**config.mk**
```make
export PLATFORM = sky130hd
export DESIGN_NAME = lenient_utf8_decoder_core
export DESIGN_NICKNAME = d
export VERILOG_FILES = /design/src/rtl/core/lud_pkg.sv /design/src/rtl/core/lud_front.sv /design/src/rtl/core/lud_queue.sv /design/src/rtl/core/lud_back.sv /design/src/rtl/core/lenient_utf8_decoder_core.sv
export VERILOG_INCLUDE_DIRS = /design/src /design/src/rtl/core
export SDC_FILE = /design/constraint.sdc
export NUM_CORES = 1
export LEC_CHECK = 0
export BUFFER_PORTS_ARGS = -buffer_cell sky130_fd_sc_hd__buf_2
export CELL_PAD_IN_SITES_DETAIL_PLACEMENT = 1
export CELL_PAD_IN_SITES_GLOBAL_PLACEMENT = 1
export CORE_ASPECT_RATIO = 0.75
export CORE_UTILIZATION = 50
export CTS_BUF_LIST = sky130_fd_sc_hd__clkbuf_16
export DETAILED_ROUTE_END_ITERATION = 8
export HOLD_SLACK_MARGIN = 0.06
export PLACE_DENSITY_LB_ADDON = 0.25
export SYNTH_ARGS = -nofsm -noshare
export SYNTH_HDL_FRONTEND = slang
export SYNTH_SLANG_ARGS = --single-unit
```
**constraint.sdc**
```tcl
create_clock -name aclk -period 4.75 [get_ports aclk]
set_clock_uncertainty 0.15 [all_clocks]
set_input_delay 0.7125 -clock aclk [delete_from_list [all_inputs] [get_ports aclk]]
set_output_delay 0.7125 -clock aclk [all_outputs]
set_load 0.02 [all_outputs]
```
**src/rtl/core/lenient_utf8_decoder_core_defines.svh**
```systemverilog
// ----------------------------------------------------------------------------
// lenient utf-8 decoder core: assertion macros
// immediate-style wrappers around concurrent assertions, empty in synthesis
// ----------------------------------------------------------------------------
`ifndef LENIENT_UTF8_DECODER_CORE_DEFINES_SVH
`define LENIENT_UTF8_DECODER_CORE_DEFINES_SVH
`ifndef SYNTHESIS
`define LUD_ASSERT_IMP(label, clk, rstn, ante, cons, msg) \
    label: assert property (@(posedge clk) disable iff (!(rstn)) (ante) |-> (cons)) \
        else $error(msg);
`define LUD_ASSERT_NXT(label, clk, rstn, ante, cons, msg) \
    label: assert property (@(posedge clk) disable iff (!(rstn)) (ante) |=> (cons)) \
        else $error(msg);
`else
`define LUD_ASSERT_IMP(label, clk, rstn, ante, cons, msg)
`define LUD_ASSERT_NXT(label, clk, rstn, ante, cons, msg)
`endif
`endif

```
**src/rtl/core/lud_pkg.sv**
```systemverilog
// ----------------------------------------------------------------------------
// lud_pkg
// shared types and constants of the lenient utf-8 decoder core
// ----------------------------------------------------------------------------
package lud_pkg;

    localparam int LUD_QUEUE_DEPTH = 2;

    localparam logic [7:0] CONT_MASK  = 8'hC0;
    localparam logic [7:0] CONT_TAG   = 8'h80;
    localparam logic [7:0] LEAD2_MASK = 8'hE0;
    localparam logic [7:0] LEAD2_TAG  = 8'hC0;
    localparam logic [7:0] LEAD3_MASK = 8'hF0;
    localparam logic [7:0] LEAD3_TAG  = 8'hE0;
    localparam logic [7:0] LEAD4_MASK = 8'hF8;
    localparam logic [7:0] LEAD4_TAG  = 8'hF0;

    localparam logic [2:0] LEN_NONE = 3'd0;
    localparam logic [2:0] LEN_TWO  = 3'd2;
    localparam logic [2:0] LEN_THREE = 3'd3;
    localparam logic [2:0] LEN_FOUR = 3'd4;

    localparam logic [1:0] SEL_LEAD = 2'd0;
    localparam logic [1:0] SEL_C0   = 2'd1;

    // one request from front to back: raw replays, then an optional final result
    typedef struct packed {
        logic [1:0]  replay_n;
        logic [7:0]  lead;
        logic [7:0]  c0;
        logic [7:0]  c1;
        logic        fin_valid;
        logic [20:0] fin_cp;
        logic [2:0]  fin_cnt;
        logic        fin_raw;
        logic        fin_eot;
    } lud_entry_t;

endpackage

```
**src/rtl/core/lud_front.sv**
```systemverilog
// ----------------------------------------------------------------------------
// lud_front
// accepts text bytes, tracks the open sequence and classifies each byte
// ----------------------------------------------------------------------------
module lud_front (
    input  logic                aclk,
    input  logic                aresetn,
    input  logic                s_valid,
    output logic                s_ready,
    input  logic [7:0]          s_text_byte,
    input  logic                q_full,
    output logic                q_push,
    output lud_pkg::lud_entry_t q_entry
);
    import lud_pkg::*;

    logic [7:0] lead_reg, lead_next;
    logic [7:0] cont_reg [2];
    logic [1:0] pend_reg, pend_next;
    logic [2:0] exp_reg, exp_next;
    logic       accept;
    logic       is_cont;
    logic       store_en;
    logic       fresh;
    logic [7:0] b;

    assign b       = s_text_byte;
    assign s_ready = !q_full;
    assign accept  = s_valid && !q_full;
    assign is_cont = (b & CONT_MASK) == CONT_TAG;

    always_comb begin
        lead_next = lead_reg;
        pend_next = pend_reg;
        exp_next  = exp_reg;
        store_en  = 1'b0;
        fresh     = 1'b1;
        q_entry           = '0;
        q_entry.lead      = lead_reg;
        q_entry.c0        = cont_reg[0];
        q_entry.c1        = cont_reg[1];
        q_entry.fin_cnt   = 3'd1;
        if (pend_reg != 2'd0) begin
            if (is_cont) begin
                fresh = 1'b0;
                if (({1'b0, pend_reg} + 3'd1) >= exp_reg) begin
                    q_entry.fin_valid = 1'b1;
                    q_entry.fin_cnt   = exp_reg;
                    unique case (exp_reg)
                        LEN_TWO:   q_entry.fin_cp = {10'd0, lead_reg[4:0], b[5:0]};
                        LEN_THREE: q_entry.fin_cp = {5'd0, lead_reg[3:0], cont_reg[0][5:0],
                                                     b[5:0]};
                        default:   q_entry.fin_cp = {lead_reg[2:0], cont_reg[0][5:0],
                                                     cont_reg[1][5:0], b[5:0]};
                    endcase
                    lead_next = 8'd0;
                    pend_next = 2'd0;
                    exp_next  = LEN_NONE;
                end else begin
                    store_en  = 1'b1;
                    pend_next = pend_reg + 2'd1;
                end
            end else begin
                q_entry.replay_n = pend_reg;
                lead_next = 8'd0;
                pend_next = 2'd0;
                exp_next  = LEN_NONE;
            end
        end
        if (fresh) begin
            priority if (b == 8'd0) begin
                q_entry.fin_valid = 1'b1;
                q_entry.fin_cnt   = 3'd0;
                q_entry.fin_eot   = 1'b1;
            end else if (!b[7]) begin
                q_entry.fin_valid = 1'b1;
                q_entry.fin_cp    = {13'd0, b};
            end else if ((b & LEAD2_MASK) == LEAD2_TAG) begin
                lead_next = b;
                pend_next = 2'd1;
                exp_next  = LEN_TWO;
            end else if ((b & LEAD3_MASK) == LEAD3_TAG) begin
                lead_next = b;
                pend_next = 2'd1;
                exp_next  = LEN_THREE;
            end else if ((b & LEAD4_MASK) == LEAD4_TAG) begin
                lead_next = b;
                pend_next = 2'd1;
                exp_next  = LEN_FOUR;
            end else begin
                q_entry.fin_valid = 1'b1;
                q_entry.fin_cp    = {13'd0, b};
                q_entry.fin_raw   = 1'b1;
            end
        end
    end

    assign q_push = accept && (q_entry.fin_valid || (q_entry.replay_n != 2'd0));

    always_ff @(posedge aclk) begin
        if (!aresetn) begin
            lead_reg <= 8'd0;
            pend_reg <= 2'd0;
            exp_reg  <= LEN_NONE;
        end else if (accept) begin
            lead_reg <= lead_next;
            pend_reg <= pend_next;
            exp_reg  <= exp_next;
        end
    end

    always_ff @(posedge aclk) begin
        if (accept && store_en) begin
            cont_reg[pend_reg[0] ^ 1'b1] <= b;
        end
    end

endmodule

```
**src/rtl/core/lud_queue.sv**
```systemverilog
// ----------------------------------------------------------------------------
// lud_queue
// small request queue between front and back
// ----------------------------------------------------------------------------
`include "lenient_utf8_decoder_core_defines.svh"

module lud_queue #(
    parameter int DEPTH = lud_pkg::LUD_QUEUE_DEPTH
) (
    input  logic                aclk,
    input  logic                aresetn,
    input  logic                push,
    input  lud_pkg::lud_entry_t push_entry,
    output logic                full,
    input  logic                pop,
    output lud_pkg::lud_entry_t head,
    output logic                empty
);
    import lud_pkg::*;

    localparam int PW = (DEPTH > 1) ? $clog2(DEPTH) : 1;
    localparam int CW = $clog2(DEPTH + 1);

    lud_entry_t     slot_reg [DEPTH];
    logic [PW-1:0]  wr_ptr_reg, rd_ptr_reg;
    logic [CW-1:0]  count_reg;
    logic           do_push, do_pop;

    assign full    = count_reg == CW'(DEPTH);
    assign empty   = count_reg == '0;
    assign do_push = push && !full;
    assign do_pop  = pop && !empty;
    assign head    = slot_reg[rd_ptr_reg];

    always_ff @(posedge aclk) begin
        if (!aresetn) begin
            wr_ptr_reg <= '0;
            rd_ptr_reg <= '0;
            count_reg  <= '0;
        end else begin
            if (do_push) begin
                wr_ptr_reg <= (wr_ptr_reg == PW'(DEPTH - 1)) ? '0 : wr_ptr_reg + 1'b1;
            end
            if (do_pop) begin
                rd_ptr_reg <= (rd_ptr_reg == PW'(DEPTH - 1)) ? '0 : rd_ptr_reg + 1'b1;
            end
            if (do_push && !do_pop) begin
                count_reg <= count_reg + 1'b1;
            end else if (do_pop && !do_push) begin
                count_reg <= count_reg - 1'b1;
            end
        end
    end

    always_ff @(posedge aclk) begin
        if (do_push) begin
            slot_reg[wr_ptr_reg] <= push_entry;
        end
    end

    `LUD_ASSERT_IMP(a_count_bound, aclk, aresetn, 1'b1, count_reg <= CW'(DEPTH),
                    "queue overfill")
    `LUD_ASSERT_NXT(a_push_grows, aclk, aresetn, do_push && !do_pop,
                    count_reg == $past(count_reg) + 1'b1, "push lost")
    `LUD_ASSERT_IMP(a_ptr_sync, aclk, aresetn, empty || full,
                    wr_ptr_reg == rd_ptr_reg, "pointers out of step")

endmodule

```
**src/rtl/core/lud_back.sv**
```systemverilog
// ----------------------------------------------------------------------------
// lud_back
// plays out each queued request as one or more results, one per cycle while m_ready holds
// ----------------------------------------------------------------------------
module lud_back (
    input  logic                aclk,
    input  logic                aresetn,
    input  logic                q_empty,
    input  lud_pkg::lud_entry_t q_head,
    output logic                q_pop,
    output logic                m_valid,
    input  logic                m_ready,
    output logic [20:0]         m_code_point,
    output logic [2:0]          m_byte_count,
    output logic                m_raw_fallback,
    output logic                m_end_of_text,
    output logic                m_last_of_run
);
    import lud_pkg::*;

    logic [1:0]  idx_reg;
    logic        m_valid_reg;
    logic [20:0] cp_reg;
    logic [2:0]  cnt_reg;
    logic        raw_reg, eot_reg, last_reg;
    logic        load, is_replay, last;
    logic [7:0]  raw_byte;

    assign load      = !q_empty && (!m_valid_reg || m_ready);
    assign is_replay = idx_reg < q_head.replay_n;
    assign last      = is_replay ? ((idx_reg == q_head.replay_n - 2'd1) && !q_head.fin_valid)
                                 : 1'b1;
    assign q_pop     = load && last;

    always_comb begin
        unique case (idx_reg)
            SEL_LEAD: raw_byte = q_head.lead;
            SEL_C0:   raw_byte = q_head.c0;
            default:  raw_byte = q_head.c1;
        endcase
    end

    always_ff @(posedge aclk) begin
        if (!aresetn) begin
            idx_reg     <= 2'd0;
            m_valid_reg <= 1'b0;
        end else begin
            if (load) begin
                m_valid_reg <= 1'b1;
                idx_reg     <= last ? 2'd0 : idx_reg + 2'd1;
            end else if (m_ready) begin
                m_valid_reg <= 1'b0;
            end
        end
    end

    always_ff @(posedge aclk) begin
        if (load) begin
            last_reg <= last;
            if (is_replay) begin
                cp_reg  <= {13'd0, raw_byte};
                cnt_reg <= 3'd1;
                raw_reg <= 1'b1;
                eot_reg <= 1'b0;
            end else begin
                cp_reg  <= q_head.fin_cp;
                cnt_reg <= q_head.fin_cnt;
                raw_reg <= q_head.fin_raw;
                eot_reg <= q_head.fin_eot;
            end
        end
    end

    assign m_valid        = m_valid_reg;
    assign m_code_point   = cp_reg;
    assign m_byte_count   = cnt_reg;
    assign m_raw_fallback = raw_reg;
    assign m_end_of_text  = eot_reg;
    assign m_last_of_run  = last_reg;

endmodule

```
**src/rtl/core/lenient_utf8_decoder_core.sv**
```systemverilog
// ----------------------------------------------------------------------------
// lenient_utf8_decoder_core
// streaming utf-8 to code point decoder with raw replay of broken sequences
// ----------------------------------------------------------------------------
//  channel  | direction | payload
//  s_       | in        | text_byte
//  m_       | out       | code_point, byte_count, raw_fallback, end_of_text,
//           |           | last_of_run
//
//  one byte accepted per cycle while the request queue has room
//  the results of a byte pass through the request queue, then the output register
//  the back end sends one result per cycle while m_ready holds; a breaking byte yields up to
//  four results (lead, two continuations, then its own result)
//  reset clears the open sequence, the queue and the output valid flag
//  a stalled m_ready fills the queue, then drops s_ready
// ----------------------------------------------------------------------------
module lenient_utf8_decoder_core #(
    parameter int QUEUE_DEPTH = lud_pkg::LUD_QUEUE_DEPTH
) (
    input  logic        aclk,
    input  logic        aresetn,
    input  logic        s_valid,
    output logic        s_ready,
    input  logic [7:0]  s_text_byte,
    output logic        m_valid,
    input  logic        m_ready,
    output logic [20:0] m_code_point,
    output logic [2:0]  m_byte_count,
    output logic        m_raw_fallback,
    output logic        m_end_of_text,
    output logic        m_last_of_run
);
    import lud_pkg::*;

    lud_entry_t push_entry, head;
    logic       push, full, pop, empty;

    lud_front u_front (
        .aclk        (aclk),
        .aresetn     (aresetn),
        .s_valid     (s_valid),
        .s_ready     (s_ready),
        .s_text_byte (s_text_byte),
        .q_full      (full),
        .q_push      (push),
        .q_entry     (push_entry)
    );

    lud_queue #(
        .DEPTH (QUEUE_DEPTH)
    ) u_queue (
        .aclk       (aclk),
        .aresetn    (aresetn),
        .push       (push),
        .push_entry (push_entry),
        .full       (full),
        .pop        (pop),
        .head       (head),
        .empty      (empty)
    );

    lud_back u_back (
        .aclk           (aclk),
        .aresetn        (aresetn),
        .q_empty        (empty),
        .q_head         (head),
        .q_pop          (pop),
        .m_valid        (m_valid),
        .m_ready        (m_ready),
        .m_code_point   (m_code_point),
        .m_byte_count   (m_byte_count),
        .m_raw_fallback (m_raw_fallback),
        .m_end_of_text  (m_end_of_text),
        .m_last_of_run  (m_last_of_run)
    );

endmodule
```
==> reports/qor_table.md, run 1 <==
| Stage | Item | This run |
| --- | --- | --- |
| outcome | Outcome | finished, final reports clean |
| setup path | Required arrival time at the worst endpoint | 4.66 ns |
| setup path | Largest fanout on the critical path | 35 |
| global route | Tot GR Track Use | 25.99% |
| synthesis | Count of flip-flops with a built-in enable after synthesis | 149 |
| floorplan | Core ar. | 13,200 um^2 |
| synthesis | Total of warnings raised by yosys | 0 |
| clock network | Clk buf depth | 2 |
| setup path | Setup crit end kind | flop |
| synthesis | Asr flop ratio synth | 0% |
| global route | Vias in the first global route | 4,670 |
| clock network | Post-cts hold buffer count | 0 |
| power and ir drop | Total power divided by cell area | 593.1 nW/um^2 |
| detailed routing | Number of DRC markers in iteration 0 | 298 |
| detailed routing | Final ANT Viol Nets | 0 |
| sta | Maximum clock frequency | 0.2924 GHz |
| synthesis | #FFs+latches synth | 170 |
| detailed routing | Wire per inst | 23.84 um |
| detailed routing | Post-detailed-route DRC marker count | 0 |
| sta | Post-route setup TNS | 0 ns |
| floorplan | Standard-cell rows | 36 |
| placed design | Gpl congestion | 0.8679 |
| synthesis | Combined area of all synthesized cells | 6884 um^2 |
| global route | Total congestion overflow after global routing | 0 |
| placed design | Detailed-placement wirelength estimate | 11,170 um |
| power and ir drop | Peak supply drop | 0.3658 mV |
| global route | Initial antenna violation count | 0 |
| clock network | Clock net sink count | 170 |
| floorplan | Die height | 103.6 um |
| floorplan | Top-level port count | 41 |
| clock network | Clock tree from TritonCTS | yes |
| min path | Tightest Hold Check Type | reg -> reg |
| sta | Worst Max-Slew Pin Slew | 1.118 ns |
| synthesis | Cells after synthesis | 493 |
| placed design | Count of buffers inserted at the top-level ports | 40 |
| final layout | Count of inserted antenna diode cells | 0 |
| synthesis | Avg Synthesized Cell Area | 13.96 um^2 |
| clock network | Num CTS Buffers | 17 |
| setup path | Startpoint class of the critical path | flop |
| clock network | CTS Root Cell | clkbuf_16 |
| final layout | Area Growth Syn to Fin | 13.92% |
| floorplan | Die width | 137.5 um |
| detailed routing | DRT Wirelength | 17,110 um |
| final layout | Sequential standard cell area | 4896 um^2 |
| sta | Final setup violation count | 0 |
| synthesis | Number of different library cells in the post-synthesis netlist | 55 |
| flow run | Max-cap violations | 0 |
| sta | Final slew viol count | 0 |
| clock network | Count of H-tree levels built during CTS | 4 |
| clock network | Clock-pin slew on the worst setup and hold paths | 0.07 ns |
| detailed routing | Via count normalized by instance count | 6.089 |
| setup path | Arrival time reported for the critical path endpoint | 3.33 ns |
| clock network | Post-cts repair resize count | 0 |
| global route | Maximum number of pins on one net before global-route repair | 45 |
| clock network | Insertion delay to the later sink of the worst-skew pair | 0.43 ns |
| detailed routing | Number of iterations in the first detailed-routing pass | 4 |
| setup path | Setup CP Type | reg -> reg |
| final layout | Filler instances | 1,275 |
| final layout | Proportion of layout cells with a drive suffix above 1 | 16.64% |
| final layout | Final layout net count | 556 |
| detailed routing | Total via count in the routed design | 4,372 |
| synthesis | Sequential area share after synthesis | 71.10% |
| final layout | Area of the multi-input gates | 1851 um^2 |
| sta | Setup repair after global routing missed its margin | no |
| floorplan | Starting utilization of the core area | 52.16% |
| floorplan | Die Footprint | 14,250 um^2 |
| synthesis | Post-synthesis net count | 515 |
| sta | Min Tclk post-route | 3.419 ns |
| power and ir drop | Static Leakage | 2.713 nW |
| sta | Normalized max-slew margin | 25.20% |
| synthesis | Commonest register cell after synthesis | edfxtp_1 |
| global route | Wire length of the first global-routing pass | 26,580 um |
| clock network | Post CTS Setup Buffer Count | 0 |
| final layout | Utilization after layout | 59.42% |
| sta | Final number of hold-violating endpoints | 0 |
| final layout | Number of flip-flops under the largest register name | 106 |
| sta | Final worst-path cycle share | 71.99% |
-- cell usage after synthesis (all sizes together) (2+ instances only) --
cell type	number	area share (%)
a211o	2	0.25
a211oi	6	0.65
a21o	3	0.33
a21oi	37	2.9
a22oi	14	1.5
a311oi	2	0.51
a31oi	3	0.27
and2	5	0.45
and3	6	0.55
buf	4	0.35
clkbuf	22	1.2
dfxtp	21	6.1
edfxtp	149	65
ha	10	1.8
inv	12	0.65
mux2	3	0.49
mux2i	26	3.8
nand2	34	1.9
nand2b	3	0.27
nand3	15	1.1
nand4	4	0.36
nor2	42	2.4
nor2b	7	0.64
nor3	6	0.44
nor3b	2	0.22
nor4	2	0.18
o211ai	8	0.87
o21ai	16	1.2
o22ai	3	0.27
o32ai	2	0.25
or3	3	0.27
or3b	2	0.29
xor2	4	0.51
-- through the flow --
step	total power [mW]	cell area (um^2)	setup WS (ns)	hold WS, ns	cells
finish	4.652	7843	1.331	0.3458	718
global route	4.863	7843	1.173	0.3375	718
CTS	4.681	7843	1.330	0.3352	718
detailed placement	3.331	7266	1.358	0.3064	686
global placement	3.262	7266	1.524	0.2856	686
floorplan	2.891	6884	1.143	0.2715	493
-- cell families after synthesis --
group / Yosys count / synth area share, %
AND/OR/NAND/NOR: 135 / 9.488
multiplexers: 29 / 4.271
adder cells (fa/ha/maj): 10 / 1.818
buffers and inverters: 38 / 2.199
flip-flops: 170 / 71.10
XOR/XNOR: 5 / 0.6361
AO/OA/AOI/OAI: 106 / 10.49
-- worst max-delay path, stage by stage, from the launching register on --
cell and delay, ns:
dfxtp_1 0.37, inv_1 0.14, ha_1 0.34, ha_1 0.37, a311o_1 0.26, a21oi_1 0.13
or3_1 0.36, inv_2 0.39, buf_4 0.52
-- layout make-up --
type                       count  area share (%)
sequential                   170           62.43
multi-input combinational    285           23.60
clock buffer                  17           5.424
timing repair buffer          48           3.318
tap                          171           2.728
clock inverter                15           1.930
inverter                      12          0.5743
-- cells in the final DEF, fill, tap and decap left out, types with 8 or more instances in the layout --
cell type / Yosys / layout
edfxtp_1: 149 / 149
a22oi_1: 14 / 14
o211ai_1: 8 / 8
mux2i_1: 26 / 26
clkbuf_16: 0 / 17
nand3_1: 15 / 15
buf_4: 0 / 8
a21oi_1: 36 / 35
dfxtp_1: 21 / 20
buf_2: 1 / 40
nand2_1: 34 / 34
ha_1: 10 / 10
nor2_1: 41 / 40
inv_1: 12 / 11
o21ai_0: 11 / 11
-- metal layers --
| metal | global-route usage (%) | routed length (um) | vias to the layer above |
|---|---|---|---|
| li1 | - | - | 1948 |
| met1 | 35.10 | 7536 | 2257 |
| met2 | 41.67 | 8398 | 147 |
| met3 | 5.482 | 964 | 20 |
| met4 | 8.477 | 214 | 0 |
| met5 | 0 | 0 | - |
-- path summary, 6_finish.rpt --
check | start | depth (start not counted) | slack [ns] | to
worst max register to register | u_front.pend_reg[0] | 8 | 1.33 | u_queue.slot_reg[0][37]
worst max-delay path | u_front.pend_reg[0] | 8 | 1.33 | u_queue.slot_reg[0][37]
worst min-delay path | u_front.lead_reg[6] | 0 | 0.35 | u_queue.slot_reg[1][49]
worst min register to register | u_front.lead_reg[6] | 0 | 0.35 | u_queue.slot_reg[1][49]
-- power by group --
part | internal [mW] | total (mW) | switching (mW)
combinational | 0.366 | 1.26 | 0.892
clock | 0.774 | 1.35 | 0.576
sequential | 1.96 | 2.04 | 0.0826
(Power assumes the default switching activity.)
==> inputs of run 2 (changes only) <==
==> constraint.sdc (replaced) <==
create_clock -name aclk -period 3.4 [get_ports aclk]
set_clock_uncertainty 0.15 [all_clocks]
set_input_delay 0.51 -clock aclk [delete_from_list [all_inputs] [get_ports aclk]]
set_output_delay 0.51 -clock aclk [all_outputs]
set_load 0.02 [all_outputs]
==> run 2 against run 1 <==
  * Final area is 0.45% higher
  * Sequential cell count stayed put
  * Final cell count is 0.84% higher
  * Combinational power is 41% higher
  * Sequential share of layout area is 0.28 points lower
  * Worst hold slack worse by 0.13 ns
  * Critical path type unchanged
==> reports/qor_table.md, run 2 (synthesized netlist as in run 1, its figures left out) <==
| Stage | Item | This run |
| --- | --- | --- |
| min path | Hold endpoint | u_front.cont_reg[0][1] |
| clock network | Clock net sink count | 170 |
| floorplan | Die width | 137.5 um |
| clock network | Post CTS Setup Buffer Count | 0 |
| clock network | Insertion delay to the later sink of the worst-skew pair | 0.42 ns |
| sta | Final slew viol count | 0 |
| final layout | Post-route cell area | 7878 um^2 |
| min path | Cell depth of the worst min-delay path | 1 |
| setup path | Cell repeated most along the worst path | ha_1 |
| placed design | Detailed-placement wirelength estimate | 11,490 um |
| detailed routing | DRT Wirelength | 17,340 um |
| final layout | Highest-count cells in the layout ignoring fill and taps | 149 x edfxtp_1, 40 x nor2_1, 40 x buf_2, 35 x a21oi_1, 34 x nand2_1 |
| final layout | Final layout net count | 562 |
| setup path | Worst-path cell chain | inv_1 > ha_1 > ha_1 > a21o_1 > a311o_1 > a21oi_1 > nor2_1 > ha_1 > or3_1 > a21oi_1 |
| sta | Normalized max-slew margin | 33.85% |
| final layout | Number of cells in the finished layout apart from fillers | 724 |
| floorplan | Top-level port count | 41 |
| floorplan | Core ar. | 13,200 um^2 |
| sta | Worst Max-Slew Pin Slew | 0.9887 ns |
| outcome | Outcome | finished, final reports clean |
| min path | Tightest Hold Check Type | in -> reg |
| sta | Setup repair after global routing missed its margin | no |
| flow run | Max-cap violations | 0 |
| global route | Wire length of the first global-routing pass | 27,140 um |
| floorplan | Starting utilization of the core area | 52.16% |
| final layout | Count of inserted antenna diode cells | 0 |
| setup path | Required arrival time at the worst endpoint | 3.60 ns |
| clock network | Post-cts hold buffer count | 0 |
| clock network | CTS Root Cell | clkbuf_16 |
| placed design | Number of instances in the placed design | 692 |
| clock network | Count of H-tree levels built during CTS | 4 |
| setup path | Launching point of the worst reg2reg path | u_front.pend_reg[0] |
| final layout | Proportion of layout cells with a drive suffix above 1 | 17.54% |
| clock network | Clock tree from TritonCTS | yes |
| setup path | Setup crit end kind | flop |
| min path | HP Start | s_text_byte[1] |
| power and ir drop | Total power divided by cell area | 827.5 nW/um^2 |
| sta | Final worst-path cycle share | 90.60% |
| final layout | Filler instances | 1,285 |
| setup path | Cell type of the slowest stage on the worst timing path | dfxtp_1 |
| clock network | Clock-pin slew on the worst setup and hold paths | 0.06 ns |
| detailed routing | Final ANT Viol Nets | 0 |
| setup path | Number of cells on the worst reg-to-reg path | 10 |
| global route | Maximum number of pins on one net before global-route repair | 40 |
| sta | Final setup violation count | 0 |
| placed design | Post-Place Worst Slack | 0.3748 ns |
| sta | Maximum clock frequency | 0.3246 GHz |
| clock network | Num CTS Buffers | 17 |
| setup path | Flop-to-flop setup slack | 0.32 ns |
| final layout | Area of the multi-input gates | 1851 um^2 |
| sta | Smallest setup slack after layout | 0.3197 ns |
| floorplan | Die Footprint | 14,250 um^2 |
| detailed routing | Via count normalized by instance count | 6.023 |
| detailed routing | Wire per inst | 23.95 um |
| floorplan | Die height | 103.6 um |
| placed design | Count of buffers inserted at the top-level ports | 40 |
| final layout | Sequential standard cell area | 4896 um^2 |
| global route | Tot GR Track Use | 26.57% |
| placed design | Gpl congestion | 0.8449 |
| sta | Post-route setup TNS | 0 ns |
| detailed routing | Post-detailed-route DRC marker count | 0 |
| setup path | Largest fanout on the critical path | 6 |
| detailed routing | Number of iterations in the first detailed-routing pass | 4 |
| placed design | Standard cell area after detailed placement | 7311 um^2 |
| setup path | Startpoint class of the critical path | flop |
| power and ir drop | Peak supply drop | 0.5409 mV |
| power and ir drop | Static Leakage | 2.745 nW |
| global route | Total congestion overflow after global routing | 0 |
| detailed routing | Number of DRC markers in iteration 0 | 300 |
| global route | Vias in the first global route | 4,614 |
| sta | Worst hold margin | 0.2195 ns |
| floorplan | Standard-cell rows | 36 |
| final layout | Area Growth Syn to Fin | 14.43% |
| sta | Min Tclk post-route | 3.080 ns |
| clock network | Clk buf depth | 2 |
| setup path | Setup CP Type | reg -> reg |
| setup path | Largest incremental delay on the critical path | 0.38 ns |
| detailed routing | Total via count in the routed design | 4,361 |
| global route | Initial antenna violation count | 0 |
| final layout | Most common library cell in the layout ignoring fill and taps | edfxtp_1 |
| setup path | Arrival time reported for the critical path endpoint | 3.28 ns |
| setup path | Capturing point of the worst reg2reg path | u_queue.count_reg[1] |
| final layout | Number of flip-flops under the largest register name | 106 |
| clock network | Post-cts repair resize count | 0 |
| sta | Final number of hold-violating endpoints | 0 |
==> run 2: layout make-up <==
| type | instances | area share, % |
|---|---|---|
| Clock buffer | 17 | 5.400 |
| Sequential cell | 170 | 62.15 |
| Clock inverter | 15 | 1.795 |
| Timing Repair Buffer | 54 | 3.875 |
| Multi-Input combinational cell | 285 | 23.49 |
| Inverter | 12 | 0.5718 |
| Tap cell | 171 | 2.716 |
==> run 2: per-layer routing <==
layer	track usage (%)	wire (um)
met4	7.064	250
met3	5.874	971
met2	42.71	8570
met1	36.30	7548
met5	0	0
==> run 2: metrics by stage <==
step	utilization (%)	power, mW
after floorplan	-	4.041
after global routing	59.69	6.836
after CTS	59.69	6.570
after detailed placement	55.39	4.682
final	59.69	6.518
after global placement	55.39	4.569
==> run 2: worst max path at each step <==
stage / start / endpoint / depth (start not counted)
2_1_floorplan: u_front.pend_reg[0] / u_queue.slot_reg[1][0] / 7
3_3_place_gp: u_front.pend_reg[0] / u_queue.count_reg[1] / 10
3_5_place_dp: u_front.pend_reg[0] / u_queue.count_reg[1] / 10
4_1_cts: u_front.pend_reg[0] / u_queue.count_reg[1] / 10
5_1_grt: u_front.pend_reg[0] / u_queue.count_reg[1] / 9
6_report: u_front.pend_reg[0] / u_queue.count_reg[1] / 10
==> run 2: critical path: cells and delay by family (launching register included) <==
kind            cells  cell delay, ns
flops               1            0.38
compound gates      4            0.98
simple gates        2            0.46
fa+ha+maj           3            0.89
buf+inv             1            0.14
==> run 2: where the power goes <==
group | total [mW] | leakage (nW) | internal (mW) | switching (mW)
registers | 2.87 | 1.57 | 2.74 | 0.126
clock network | 1.88 | 0.279 | 1.03 | 0.851
logic | 1.78 | 0.898 | 0.543 | 1.23
